**src/sv/bftl_pkg.sv**
```systemverilog
// shared types and constants for the bitmap font text layout block
`timescale 1ns / 1ps
`default_nettype none

package bftl_pkg;

  localparam int unsigned GLYPH_W  = 8;
  localparam int unsigned CFG_IW   = 3;
  localparam int unsigned CFG_DW   = 12;
  localparam int unsigned COORD_W  = 16;
  localparam int unsigned SRC_W    = 15;
  localparam int unsigned LINES_W  = 7;
  localparam int unsigned SPACING_W = 9;
  localparam int unsigned LENGTH_W = 12;

  localparam logic [GLYPH_W-1:0] SPACE_CODE = 8'h20;

  localparam logic [GLYPH_W-1:0]   RST_GLYPH_WIDTH   = 8'd8;
  localparam logic [GLYPH_W-1:0]   RST_GLYPH_HEIGHT  = 8'd8;
  localparam logic [GLYPH_W-1:0]   RST_GLYPH_COLUMNS = 8'd16;
  localparam logic [GLYPH_W-1:0]   RST_TABLE_LENGTH  = 8'd0;
  localparam logic [SPACING_W-1:0] RST_LINE_SPACING  = 9'h1FF;
  localparam logic [LENGTH_W-1:0]  RST_LINE_LENGTH   = 12'd0;

  typedef enum logic [CFG_IW-1:0] {
    REG_GLYPH_WIDTH   = 3'd0,
    REG_GLYPH_HEIGHT  = 3'd1,
    REG_GLYPH_COLUMNS = 3'd2,
    REG_TABLE_LENGTH  = 3'd3,
    REG_LINE_SPACING  = 3'd4,
    REG_LINE_LENGTH   = 3'd5
  } cfg_reg_e;

  typedef enum logic {
    CMD_TABLE = 1'b0,
    CMD_TEXT  = 1'b1
  } cmd_e;

endpackage

`default_nettype wire

```
**src/sv/bftl_ram.sv**
```systemverilog
// generic single write port, single read port ram with registered read
`timescale 1ns / 1ps
`default_nettype none

module bftl_ram #(
  parameter int unsigned WIDTH = 8,
  parameter int unsigned DEPTH = 64,
  localparam int unsigned AW = (DEPTH > 1) ? $clog2(DEPTH) : 1
) (
  input  wire logic             clk_i,
  input  wire logic             we_i,
  input  wire logic [AW-1:0]    waddr_i,
  input  wire logic [WIDTH-1:0] wdata_i,
  input  wire logic             re_i,
  input  wire logic [AW-1:0]    raddr_i,
  output logic      [WIDTH-1:0] rdata_o
);

  logic [WIDTH-1:0] mem_q [DEPTH];
  logic [WIDTH-1:0] rdata_q;

  always_ff @(posedge clk_i) begin
    if (we_i) begin
      mem_q[waddr_i] <= wdata_i;
    end
    if (re_i) begin
      rdata_q <= mem_q[raddr_i];
    end
  end

  assign rdata_o = rdata_q;

endmodule

`default_nettype wire

```
**src/sv/bftl_div.sv**
```systemverilog
// iterative restoring divider, one quotient bit per cycle
`timescale 1ns / 1ps
`default_nettype none

module bftl_div import bftl_pkg::*; #(
  parameter int unsigned N = 8
) (
  input  wire logic               clk_i,
  input  wire logic               rst_ni,
  input  wire logic               start_i,
  input  wire logic [N-1:0]       dividend_i,
  input  wire logic [GLYPH_W-1:0] divisor_i,
  output logic                    done_o,
  output logic      [N-1:0]       quot_o,
  output logic      [GLYPH_W-1:0] rem_o
);

  localparam int unsigned CNTW = $clog2(N + 1);

  logic [N-1:0]       quo_q;
  logic [GLYPH_W-1:0] rem_q;
  logic [CNTW-1:0]    cnt_q;
  logic               busy_q;
  logic               done_q;

  logic [GLYPH_W:0]   shifted;
  logic [GLYPH_W:0]   diff;
  logic               ge;

  assign shifted = {rem_q, quo_q[N-1]};
  assign ge      = shifted >= {1'b0, divisor_i};
  assign diff    = shifted - {1'b0, divisor_i};

  always_ff @(posedge clk_i or negedge rst_ni) begin
    if (!rst_ni) begin
      quo_q  <= '0;
      rem_q  <= '0;
      cnt_q  <= '0;
      busy_q <= 1'b0;
      done_q <= 1'b0;
    end else if (start_i) begin
      quo_q  <= dividend_i;
      rem_q  <= '0;
      cnt_q  <= CNTW'(N);
      busy_q <= 1'b1;
      done_q <= 1'b0;
    end else if (busy_q) begin
      quo_q <= N'({quo_q, ge});
      rem_q <= ge ? diff[GLYPH_W-1:0] : shifted[GLYPH_W-1:0];
      cnt_q <= cnt_q - 1'b1;
      if (cnt_q == CNTW'(1)) begin
        busy_q <= 1'b0;
        done_q <= 1'b1;
      end
    end
  end

  assign done_o = done_q;
  assign quot_o = quo_q;
  assign rem_o  = rem_q;

endmodule

`default_nettype wire

```
**src/sv/bitmap_font_text_layout_core.sv**
```systemverilog
// top level: character table, text buffer and layout sequencer
// a string is laid out after its last character arrives; a space with wrapping on
//   also looks ahead over the next word in the buffer to decide the wrap
// one string at a time: table writes and text appends are accepted only while idle
// the table search and the lookahead each step one ram entry at a time: read, then compare
// reset: config registers to their defaults, text buffer empty; rams hold junk
`timescale 1ns / 1ps
`default_nettype none

module bitmap_font_text_layout_core import bftl_pkg::*; #(
  parameter int unsigned TABLE_DEPTH = 128,
  parameter int unsigned TEXT_DEPTH  = 64
) (
  input  wire logic                clk_i,
  input  wire logic                rst_ni,
  input  wire logic                cfg_valid_i,
  output logic                     cfg_ready_o,
  input  wire logic [CFG_IW-1:0]   cfg_index_i,
  input  wire logic [CFG_DW-1:0]   cfg_data_i,
  input  wire logic                in_valid_i,
  output logic                     in_ready_o,
  input  wire logic                command_i,
  input  wire logic [6:0]          table_index_i,
  input  wire logic [GLYPH_W-1:0]  char_code_i,
  input  wire logic signed [COORD_W-1:0] origin_x_i,
  input  wire logic signed [COORD_W-1:0] origin_y_i,
  input  wire logic                last_i,
  output logic                     out_valid_o,
  input  wire logic                out_ready_i,
  output logic [SRC_W-1:0]         source_x_o,
  output logic [SRC_W-1:0]         source_y_o,
  output logic signed [COORD_W-1:0] place_x_o,
  output logic signed [COORD_W-1:0] place_y_o,
  output logic                     drawn_o,
  output logic [LINES_W-1:0]       line_count_o,
  output logic                     final_res_o
);

  localparam int unsigned TAW = (TABLE_DEPTH > 1) ? $clog2(TABLE_DEPTH) : 1;
  localparam int unsigned TJW = $clog2(TABLE_DEPTH + 1);
  localparam int unsigned BAW = (TEXT_DEPTH > 1) ? $clog2(TEXT_DEPTH) : 1;
  localparam int unsigned CW  = $clog2(TEXT_DEPTH + 1);
  localparam logic [TJW-1:0] TBL_MAX = TJW'(TABLE_DEPTH);
  localparam logic [CW-1:0]  TXT_MAX = CW'(TEXT_DEPTH);

  typedef enum logic [3:0] {
    S_IDLE, S_FETCH, S_CHAR, S_TRD, S_TCMP, S_DIV, S_DWAIT,
    S_MUL, S_LRD, S_LCMP, S_WRAP, S_OUT
  } state_e;

  // configuration registers
  logic [GLYPH_W-1:0]   gw_q, gh_q, gc_q, tl_q;
  logic [SPACING_W-1:0] ls_q;
  logic [LENGTH_W-1:0]  ll_q;

  state_e               state_q;
  logic [CW-1:0]        count_q;
  logic [CW-1:0]        i_q;
  logic [CW-1:0]        lj_q;
  logic [TJW-1:0]       tj_q;
  logic [TAW-1:0]       idx_q;
  logic [GLYPH_W-1:0]   c_q;
  logic [COORD_W-1:0]   start_x_q, start_y_q;
  logic [COORD_W-1:0]   py_q;
  logic [COORD_W-1:0]   off_q;
  logic [COORD_W-1:0]   chk_q;
  logic [LINES_W-1:0]   lines_q;
  logic                 drawn_q;
  logic [SRC_W-1:0]     sx_q, sy_q;

  logic                 in_fire, tbl_we, buf_we, tbl_re, buf_re;
  logic [GLYPH_W-1:0]   tbl_rdata, buf_rdata;
  logic [BAW-1:0]       buf_raddr;
  logic [TJW-1:0]       tbl_limit;
  logic [GLYPH_W-1:0]   cols;
  logic                 wrap_en;
  logic                 div_done;
  logic [TAW-1:0]       div_quot;
  logic [GLYPH_W-1:0]   div_rem;
  logic [2*GLYPH_W-1:0] prod_x, prod_y;

  assign in_fire   = in_valid_i && in_ready_o;
  assign tbl_we    = in_fire && (command_i == CMD_TABLE)
                     && ({2'b00, table_index_i} < 9'(TABLE_DEPTH));
  assign buf_we    = in_fire && (command_i == CMD_TEXT) && (count_q < TXT_MAX);
  assign tbl_re    = (state_q == S_TRD);
  assign buf_re    = (state_q == S_FETCH) || ((state_q == S_LRD) && (lj_q != count_q));
  assign buf_raddr = (state_q == S_FETCH) ? i_q[BAW-1:0] : lj_q[BAW-1:0];

  assign tbl_limit = ({1'b0, tl_q} >= 9'(TABLE_DEPTH)) ? TBL_MAX : TJW'(tl_q);
  assign cols      = (gc_q == '0) ? GLYPH_W'(1) : gc_q;
  assign wrap_en   = !ls_q[SPACING_W-1] && (ll_q != '0);

  assign prod_x = (2*GLYPH_W)'(gw_q) * (2*GLYPH_W)'(div_rem);
  assign prod_y = (2*GLYPH_W)'(gh_q) * (2*GLYPH_W)'(div_quot);

  bftl_ram #(.WIDTH(GLYPH_W), .DEPTH(TABLE_DEPTH)) u_table (
    .clk_i   (clk_i),
    .we_i    (tbl_we),
    .waddr_i (TAW'(table_index_i)),
    .wdata_i (char_code_i),
    .re_i    (tbl_re),
    .raddr_i (tj_q[TAW-1:0]),
    .rdata_o (tbl_rdata)
  );

  bftl_ram #(.WIDTH(GLYPH_W), .DEPTH(TEXT_DEPTH)) u_text (
    .clk_i   (clk_i),
    .we_i    (buf_we),
    .waddr_i (count_q[BAW-1:0]),
    .wdata_i (char_code_i),
    .re_i    (buf_re),
    .raddr_i (buf_raddr),
    .rdata_o (buf_rdata)
  );

  bftl_div #(.N(TAW)) u_div (
    .clk_i      (clk_i),
    .rst_ni     (rst_ni),
    .start_i    (state_q == S_DIV),
    .dividend_i (idx_q),
    .divisor_i  (cols),
    .done_o     (div_done),
    .quot_o     (div_quot),
    .rem_o      (div_rem)
  );

  // configuration writes
  always_ff @(posedge clk_i or negedge rst_ni) begin
    if (!rst_ni) begin
      gw_q <= RST_GLYPH_WIDTH;
      gh_q <= RST_GLYPH_HEIGHT;
      gc_q <= RST_GLYPH_COLUMNS;
      tl_q <= RST_TABLE_LENGTH;
      ls_q <= RST_LINE_SPACING;
      ll_q <= RST_LINE_LENGTH;
    end else if (cfg_valid_i && cfg_ready_o) begin
      unique case (cfg_index_i)
        REG_GLYPH_WIDTH:   gw_q <= cfg_data_i[GLYPH_W-1:0];
        REG_GLYPH_HEIGHT:  gh_q <= cfg_data_i[GLYPH_W-1:0];
        REG_GLYPH_COLUMNS: gc_q <= cfg_data_i[GLYPH_W-1:0];
        REG_TABLE_LENGTH:  tl_q <= cfg_data_i[GLYPH_W-1:0];
        REG_LINE_SPACING:  ls_q <= cfg_data_i[SPACING_W-1:0];
        REG_LINE_LENGTH:   ll_q <= cfg_data_i[LENGTH_W-1:0];
        default: ;
      endcase
    end
  end

  // layout sequencer
  always_ff @(posedge clk_i or negedge rst_ni) begin
    if (!rst_ni) begin
      state_q   <= S_IDLE;
      count_q   <= '0;
      i_q       <= '0;
      lj_q      <= '0;
      tj_q      <= '0;
      idx_q     <= '0;
      c_q       <= '0;
      start_x_q <= '0;
      start_y_q <= '0;
      py_q      <= '0;
      off_q     <= '0;
      chk_q     <= '0;
      lines_q   <= LINES_W'(1);
      drawn_q   <= 1'b1;
      sx_q      <= '0;
      sy_q      <= '0;
    end else begin
      unique case (state_q)
        S_IDLE: begin
          if (in_fire && (command_i == CMD_TEXT)) begin
            if (count_q == '0) begin
              start_x_q <= origin_x_i;
              start_y_q <= origin_y_i;
            end
            if (count_q < TXT_MAX) begin
              count_q <= count_q + 1'b1;
            end
            if (last_i) begin
              i_q     <= '0;
              off_q   <= '0;
              lines_q <= LINES_W'(1);
              py_q    <= (count_q == '0) ? origin_y_i : start_y_q;
              state_q <= S_FETCH;
            end
          end
        end
        S_FETCH: state_q <= S_CHAR;
        S_CHAR: begin
          c_q  <= buf_rdata;
          tj_q <= '0;
          if (tbl_limit == '0) begin
            idx_q   <= '0;
            state_q <= S_DIV;
          end else begin
            state_q <= S_TRD;
          end
        end
        S_TRD: state_q <= S_TCMP;
        S_TCMP: begin
          // first matching entry wins, no match gives glyph 0
          if (tbl_rdata == c_q) begin
            idx_q   <= tj_q[TAW-1:0];
            state_q <= S_DIV;
          end else if (tj_q + 1'b1 == tbl_limit) begin
            idx_q   <= '0;
            state_q <= S_DIV;
          end else begin
            tj_q    <= tj_q + 1'b1;
            state_q <= S_TRD;
          end
        end
        S_DIV: state_q <= S_DWAIT;
        S_DWAIT: begin
          if (div_done) begin
            state_q <= S_MUL;
          end
        end
        S_MUL: begin
          sx_q <= prod_x[SRC_W-1:0];
          sy_q <= prod_y[SRC_W-1:0];
          if ((c_q == SPACE_CODE) && wrap_en) begin
            chk_q   <= off_q;
            lj_q    <= i_q + 1'b1;
            state_q <= S_LRD;
          end else begin
            drawn_q <= 1'b1;
            state_q <= S_OUT;
          end
        end
        S_LRD: begin
          state_q <= (lj_q == count_q) ? S_WRAP : S_LCMP;
        end
        S_LCMP: begin
          // width of the word after the space
          if (buf_rdata == SPACE_CODE) begin
            state_q <= S_WRAP;
          end else begin
            chk_q   <= chk_q + COORD_W'(gw_q);
            lj_q    <= lj_q + 1'b1;
            state_q <= S_LRD;
          end
        end
        S_WRAP: begin
          if (chk_q > COORD_W'(ll_q)) begin
            off_q   <= '0;
            py_q    <= py_q + COORD_W'(gh_q) + COORD_W'(ls_q[SPACING_W-2:0]);
            lines_q <= lines_q + 1'b1;
            drawn_q <= 1'b0;
          end else begin
            drawn_q <= 1'b1;
          end
          state_q <= S_OUT;
        end
        S_OUT: begin
          if (out_ready_i) begin
            if (drawn_q) begin
              off_q <= off_q + COORD_W'(gw_q);
            end
            i_q <= i_q + 1'b1;
            if (final_res_o) begin
              count_q <= '0;
              state_q <= S_IDLE;
            end else begin
              state_q <= S_FETCH;
            end
          end
        end
        default: state_q <= S_IDLE;
      endcase
    end
  end

  assign cfg_ready_o  = 1'b1;
  assign in_ready_o   = (state_q == S_IDLE);
  assign out_valid_o  = (state_q == S_OUT);
  assign source_x_o   = sx_q;
  assign source_y_o   = sy_q;
  assign place_x_o    = start_x_q + off_q;
  assign place_y_o    = py_q;
  assign drawn_o      = drawn_q;
  assign line_count_o = lines_q;
  assign final_res_o  = (i_q + 1'b1 == count_q);

  a_no_overlap: assert property (@(posedge clk_i) disable iff (!rst_ni)
    !(in_ready_o && out_valid_o))
    else $error("input accepted while a result is pending");

  a_lines_nonzero: assert property (@(posedge clk_i) disable iff (!rst_ni)
    out_valid_o |-> (line_count_o != '0))
    else $error("line count is zero");

  a_wrap_at_origin: assert property (@(posedge clk_i) disable iff (!rst_ni)
    (out_valid_o && !drawn_o) |-> (place_x_o == start_x_q))
    else $error("swallowed space not at line start");

  a_count_bound: assert property (@(posedge clk_i) disable iff (!rst_ni)
    count_q <= TXT_MAX)
    else $error("text count beyond buffer");

  a_final_clears: assert property (@(posedge clk_i) disable iff (!rst_ni)
    (out_valid_o && out_ready_i && final_res_o) |=> (in_ready_o && count_q == '0))
    else $error("buffer not cleared after final result");

endmodule

`default_nettype wire

```
**config.mk**
```make
export PLATFORM = sky130hd
export DESIGN_NAME = bitmap_font_text_layout_core
export DESIGN_NICKNAME = d
export VERILOG_FILES = /design/src/sv/bftl_pkg.sv /design/src/sv/bftl_ram.sv /design/src/sv/bftl_div.sv /design/src/sv/bitmap_font_text_layout_core.sv
export SDC_FILE = /design/constraint.sdc
export NUM_CORES = 2
export LEC_CHECK = 0
export BUFFER_PORTS_ARGS = -buffer_cell sky130_fd_sc_hd__buf_2
export CORE_MARGIN = 5
export CORE_UTILIZATION = 43
export DETAILED_ROUTE_END_ITERATION = 8
export SLEW_MARGIN = 20
export SYNTH_ARGS = -nofsm -noshare
export SYNTH_HDL_FRONTEND = slang
export SYNTH_SLANG_ARGS = --single-unit
```
**constraint.sdc**
```tcl
create_clock -name clk_i -period 6.2 [get_ports clk_i]
set_input_delay 1.24 -clock clk_i [delete_from_list [all_inputs] [get_ports clk_i]]
set_output_delay 1.24 -clock clk_i [all_outputs]
set_load 0.03 [all_outputs]
```
**Word level (Yosys, flattened, before mapping)**

Memories as Yosys holds them, arrays and structs flattened. A register that Yosys moved wholly into a read port is not among the register bits.
Cells that the tools add are included.

- Flip-flop bits (word level): 239
- RAM bits: 1536
- Bits of input ports: 69
- Memories kept: 2

Memory list:

| name | words | width | read ports | clocked after memory_dff | wr ports | line | text |
|---|---|---|---|---|---|---|---|
| u_table.mem_q | 128 | 8 | 1 | 1 | 1 | bftl_ram.sv:19 | `logic [WIDTH-1:0] mem_q [DEPTH];` |
| u_text.mem_q | 64 | 8 | 1 | 1 | 1 | bftl_ram.sv:19 |  |

- $add $sub $neg: 12
- Multiply operators: 2
- Order comparisons: 4
- Equal/unequal tests: 39
- Muxes and demuxes: 72
- Bitwise logic cells: 1
- Reductions and logical operators: 41

Operators with widths:

| kind | count |
|---|---|
| two-way mux 16 bit | 11 |
| two-way mux 7 bit | 17 |
| case mux 7 bit (2 select lines) | 5 |
| adder 16 x 8 -> 16 bit | 4 |
| case mux 16 bit (2 select lines) | 2 |
| two-way mux 8 bit | 7 |
| case mux 16 bit (3 select lines) | 1 |
| case mux 4 bit (12 select lines) | 1 |
| adder 7 x 1 -> 7 bit, second input constant | 4 |
| AND reduction 2 bit | 9 |
| adder 16 bit | 1 |
| equality test 4 x 3 -> 1 bit, second input constant | 4 |
| equality test 4 bit, second input constant | 4 |
| equality test 8 x 6 -> 1 bit, second input constant | 2 |
| equality test 8 bit | 2 |
| > comparator 16 x 12 -> 1 bit | 1 |
| logical NOT 8 bit | 2 |
| two-way mux 4 bit | 4 |
| case mux 8 bit (2 select lines) | 1 |
| multiplier 8 x 7 -> 15 bit | 1 |
| multiplier 8 x 8 -> 15 bit | 1 |
| two-way mux 3 bit | 5 |
| equality test 7 bit | 2 |
| inequality test 2 x 1 -> 1 bit, second input constant | 7 |
| 32 further kinds | 73 |

**Depth between registers and ports, before layout**

- Depth after elaboration: 6
- Gate-level depth with buffers: 19

**Cells and area by module**

From an unflattened synthesis, not the netlist that was laid out.

- Cell total of the unflattened synthesis: 4428
- Area, all modules: 77654.5 µm²

Modules (own cells, without submodules):

| module | instances | cells each | area each (µm²) | sequential area each (µm²) |
|---|---|---|---|---|
| bftl_ram (u_table) | 1 | 1635 | 39745.6 | 30989.7 |
| bftl_ram (u_text) | 1 | 940 | 20246.9 | 15615.0 |
| bitmap_font_text_layout_core | 1 | 1694 | 16279.4 | 5497.8 |
| bftl_div | 1 | 159 | 1382.6 | 500.5 |

**Worst setup path after synthesis**

OpenSTA, ideal clock, no wires.

- Path kind: reg2reg
- From: reg gh_q[5]
- To: reg sy_q[14], in the netlist source_y_o[14]
- Setup time: 135 ps
- Arrival time: 4549 ps
- Setup slack: 1516 ps
- Stages on the path, launching flop included: 19
- Clock period less this slack: 4684 ps
- Cells stage by stage: dfrtp_1 and2_1 fa_1 inv_1 fa_1 inv_1 fa_1 inv_1 fa_1 inv_1 ha_1 or3_1 a311o_1 a31oi_1 nor2b_1 o21a_1 o41ai_1 xnor2_1 o21ai_0

- Cells in the longest elaborated chain, start to end: 1

Ends and longest elaborated chain:

| item | line | text |
|---|---|---|
| start, declared | bitmap_font_text_layout_core.sv:52 | `logic [GLYPH_W-1:0] gw_q, gh_q, gc_q, tl_q;` |
| start signal, assigned | bitmap_font_text_layout_core.sv:140 | `REG_GLYPH_HEIGHT: gh_q <= cfg_data_i[GLYPH_W-1:0];` |
| multiplier 8 x 7 -> 15 bit | bitmap_font_text_layout_core.sv:95 | `assign prod_y = (2*GLYPH_W)'(gh_q) * (2*GLYPH_W)'(div_quot);` |
| end signal, assigned | bitmap_font_text_layout_core.sv:222 | `sy_q <= prod_y[SRC_W-1:0];` |
| end, declared | bitmap_font_text_layout_core.sv:69 | `logic [SRC_W-1:0] sx_q, sy_q;` |

Every way passes these cells.
A chain may end at the register's enable or synchronous reset.

**Worst setup path in the final report**

Ends and elaborated chain as after synthesis.

==> reports/qor.yml <==
outcome: "finished, final reports clean"
max_freq_ghz: 0.200
dp_hpwl_mm: 121
power_switching_share_pct: 34.2
hold_viol_final: 0
fp.dieH_um: 435
synth_compound_area_share_pct: 4.75
grt_pass1_vias: 43619
die_area_um2: 189000
initial_core_util_pct: 43.1
drt_iter0_markers: 4005
ir_drop_uv: 355
antenna_found_initial: 4
synth_seq_cells: 1791
reg2regPathDepth: 18
synth_area_leaders: "edfxtp_1, mux4_2, dfrtp_1"
place_congestion: 0.823
cts-buffers-inserted: 187
p_leak_uw: 0.0297
p_comb_share_pct: 32.7
hold_path.class: "primary input to async pin"
yosys_warnings: 0
rsz0062_at_grt: "no"
start_kind: "register"
min_period_over_period_pct: 80.8
finalPower_uw: 37900
drv_cap: 0
synth_cell_types: 82
clkPwrFrac_pct: 28.9
synth_nets: 5308
fp-row-count: 156
die_x_um: 435
synthSimpleGateAreaFrac_pct: 8.32
post_cts.repair.setup_buffers: 0
seq_area_frac_synth_pct: 67.7
synth_top_family_by_area: "multiplexers"
fin_crit_ps: 5010
synth.avg_cell_area_um2: 15.5
syn_inst: 5028
drc: 0
maxSlewViolCount: 0
clock_latency_ps: 840
cp_max_fo: 9
cts_resized: 0
htreeDepth: 4
report.final.setup_viol: 0
grt_use_met3_pct: 3.06
ioPinCount: 143
cts_tree: "done"
synth_top_cell_area_share_pct: 60.0
drt_pre_antenna_iters: 5
ys.flop_type: "edfxtp_1"
yosysTopAreaCell: "edfxtp_1"
slew_headroom_pct: 26.0
async_flop_share_pct: 13.3
synth_edf_count: 1552
pwr-share-seq_pct: 38.4
grt_pass1_wl_mm: 287
vias_per_cell: 5.67
numPortBuffers: 141
core_um2: 180000
clkSlewWorstSetupHoldPaths_ps: 60
arrival_ps: 5640
syn_area_um2: 77700
layout.cells.most_common: "edfxtp_1"
wire_per_inst_um: 24.8
drive_gt1_share_pct: 17.3
clock-skew-final_ps: 60.4
met1_usage_pct: 27.6
globalRouteOverflowTotal: 0
pwr_density_cell_nw_per_um2: 435
p_sw_uw: 13000
critPathRequiredTime_ps: 6840
yosys.area_share.xor_xnor_pct: 1.14
fin_nets: 5458
cts_hold_buf: 0
tns_ps: 0
ant_nets: 0
diodes: 0
routed_wl_mm: 191
root_buffer: "clkbuf_16"
areaGrowthSynthToFinish_pct: 12.1
cts.path.max_buffers: 3
cts_sinks: 1791
grt_max_degree: 134
grt.met2_usage_pct: 33.1
hold_ws_ps: 476
layout_common_cells: "edfxtp_1, nand2_1, nor2_1"
synthAdderAreaFrac_pct: 4.14
p_int_uw: 24900
worst-setup-path-type: "register to register"
grt_use_total_pct: 19.9
end_kind: "register"
vias: 43699
busiest_layer: "met2"
worst_pin_slew_ps: 1110
synth.area.mux_share_pct: 11.8
## power by group through the flow
stage               clock network [µW]  logic, µW  registers [µW]
finish                           10900      12400           14500
global route                     11700      13700           14600
CTS                              11200      12500           14500
detailed placement                   0      12500           14800
global placement                     0      12400           14800
floorplan                            0       9040           14500
## cells by family after synthesis
kind of cell    count (synthesis)
compound gates                562
xor+xnor                      100
fa+ha+maj                     211
buf+inv                       393
flops                        1791
mux                           543
other cells                     1
simple gates                 1427
## Yosys cell counts, types with 8 or more instances
cell type and count:
a22o_1 17, nor3_1 35, nand3_1 152, o2111ai_1 12, o31ai_1 9, mux2_2 94, xor2_1 30, fa_1 77
and2_1 103, ha_1 134, o21bai_1 8, a21oi_1 115, a31oi_1 76, nand3b_1 14, nor4_1 13, or3_1 10
a32oi_1 62, clkbuf_1 112, nand2_1 624, mux4_2 288, nand2b_1 16, dfrtp_1 225, and3_1 32, buf_2 89
nand4_1 47, a21o_1 18, buf_1 26, a22oi_1 25, nor2_1 307, inv_1 139, o21a_1 19, or2_2 10
edfxtp_1 1552, nor2b_1 32, xnor2_1 69, buf_4 21, o21ai_0 132, dfstp_2 14, mux2i_1 160
## layout make-up
cell class	instances	area [µm²]
Clock buffer	239	5000
Clock inverter	111	1020
Fill cell	15293	93200
Inverter	140	526
Multi-Input combinational cell	2844	23600
Sequential cell	1791	52600
Tap cell	2370	2970
Timing Repair Buffer	214	1440
## final timing paths
path	from	end	slack [ps]
worst max-delay path	gh_q[5]	source_y_o[14]	1190
worst min-delay path	rst_ni	source_x_o[5]	480
worst max register to register	gh_q[5]	source_y_o[14]	1190
worst min register to register	source_x_o[0]	source_x_o[0]	480
max in group asynchronous	rst_ni	place_y_o[5]	4450
min in group clk_i	source_x_o[0]	source_x_o[0]	480
## routing by layer
| layer | vias up | part of all wire, % |
|---|---|---|
| met5 | - | 0 |
| met4 | 0 | 2.3 |
| met3 | 261 | 5.7 |
| met2 | 1317 | 49 |
| met1 | 22643 | 43 |
| li1 | 19478 | - |
## through the flow
stage	instances	area [µm²]	worst slack [ps]	util, %
6_report	7709	87100	1190	48.3
5_1_grt	7709	87100	894	48.3
4_1_cts	7709	87100	1200	48.3
3_5_place_dp	7359	81100	1210	45.0
3_3_place_gp	7359	81100	1210	45.0
2_1_floorplan	5028	77700	1520	-
## critical path: stages (launching register included)
cell     delay (ps)
dfrtp_1         490
and2_1          230
fa_1            540
inv_1            60
fa_1            530
inv_1            50
fa_1            470
inv_1            50
fa_1            470
inv_1            40
ha_1            350
and2_1          180
a311o_1         330
a31oi_1         270
nor2b_1          80
o21a_1          190
o41ai_1         310
xnor2_1         160
o21ai_0          80
## sequential cells by signal, summed over array words and instances (netlist names), 8 cells and up
name	cells
u_table.mem_q	1024
u_text.mem_q	512
chk_q	16
off_q	16
place_y_o	16
start_x_q	16
start_y_q	16
source_x_o	15
source_y_o	15
ll_q	12
ls_q	9
c_q	8
gc_q	8
gh_q	8
gw_q	8
tj_q	8
tl_q	8
u_div.rem_o	8
u_table.rdata_o	8
u_text.rdata_o	8
Power figures use the tool's default switching activity.
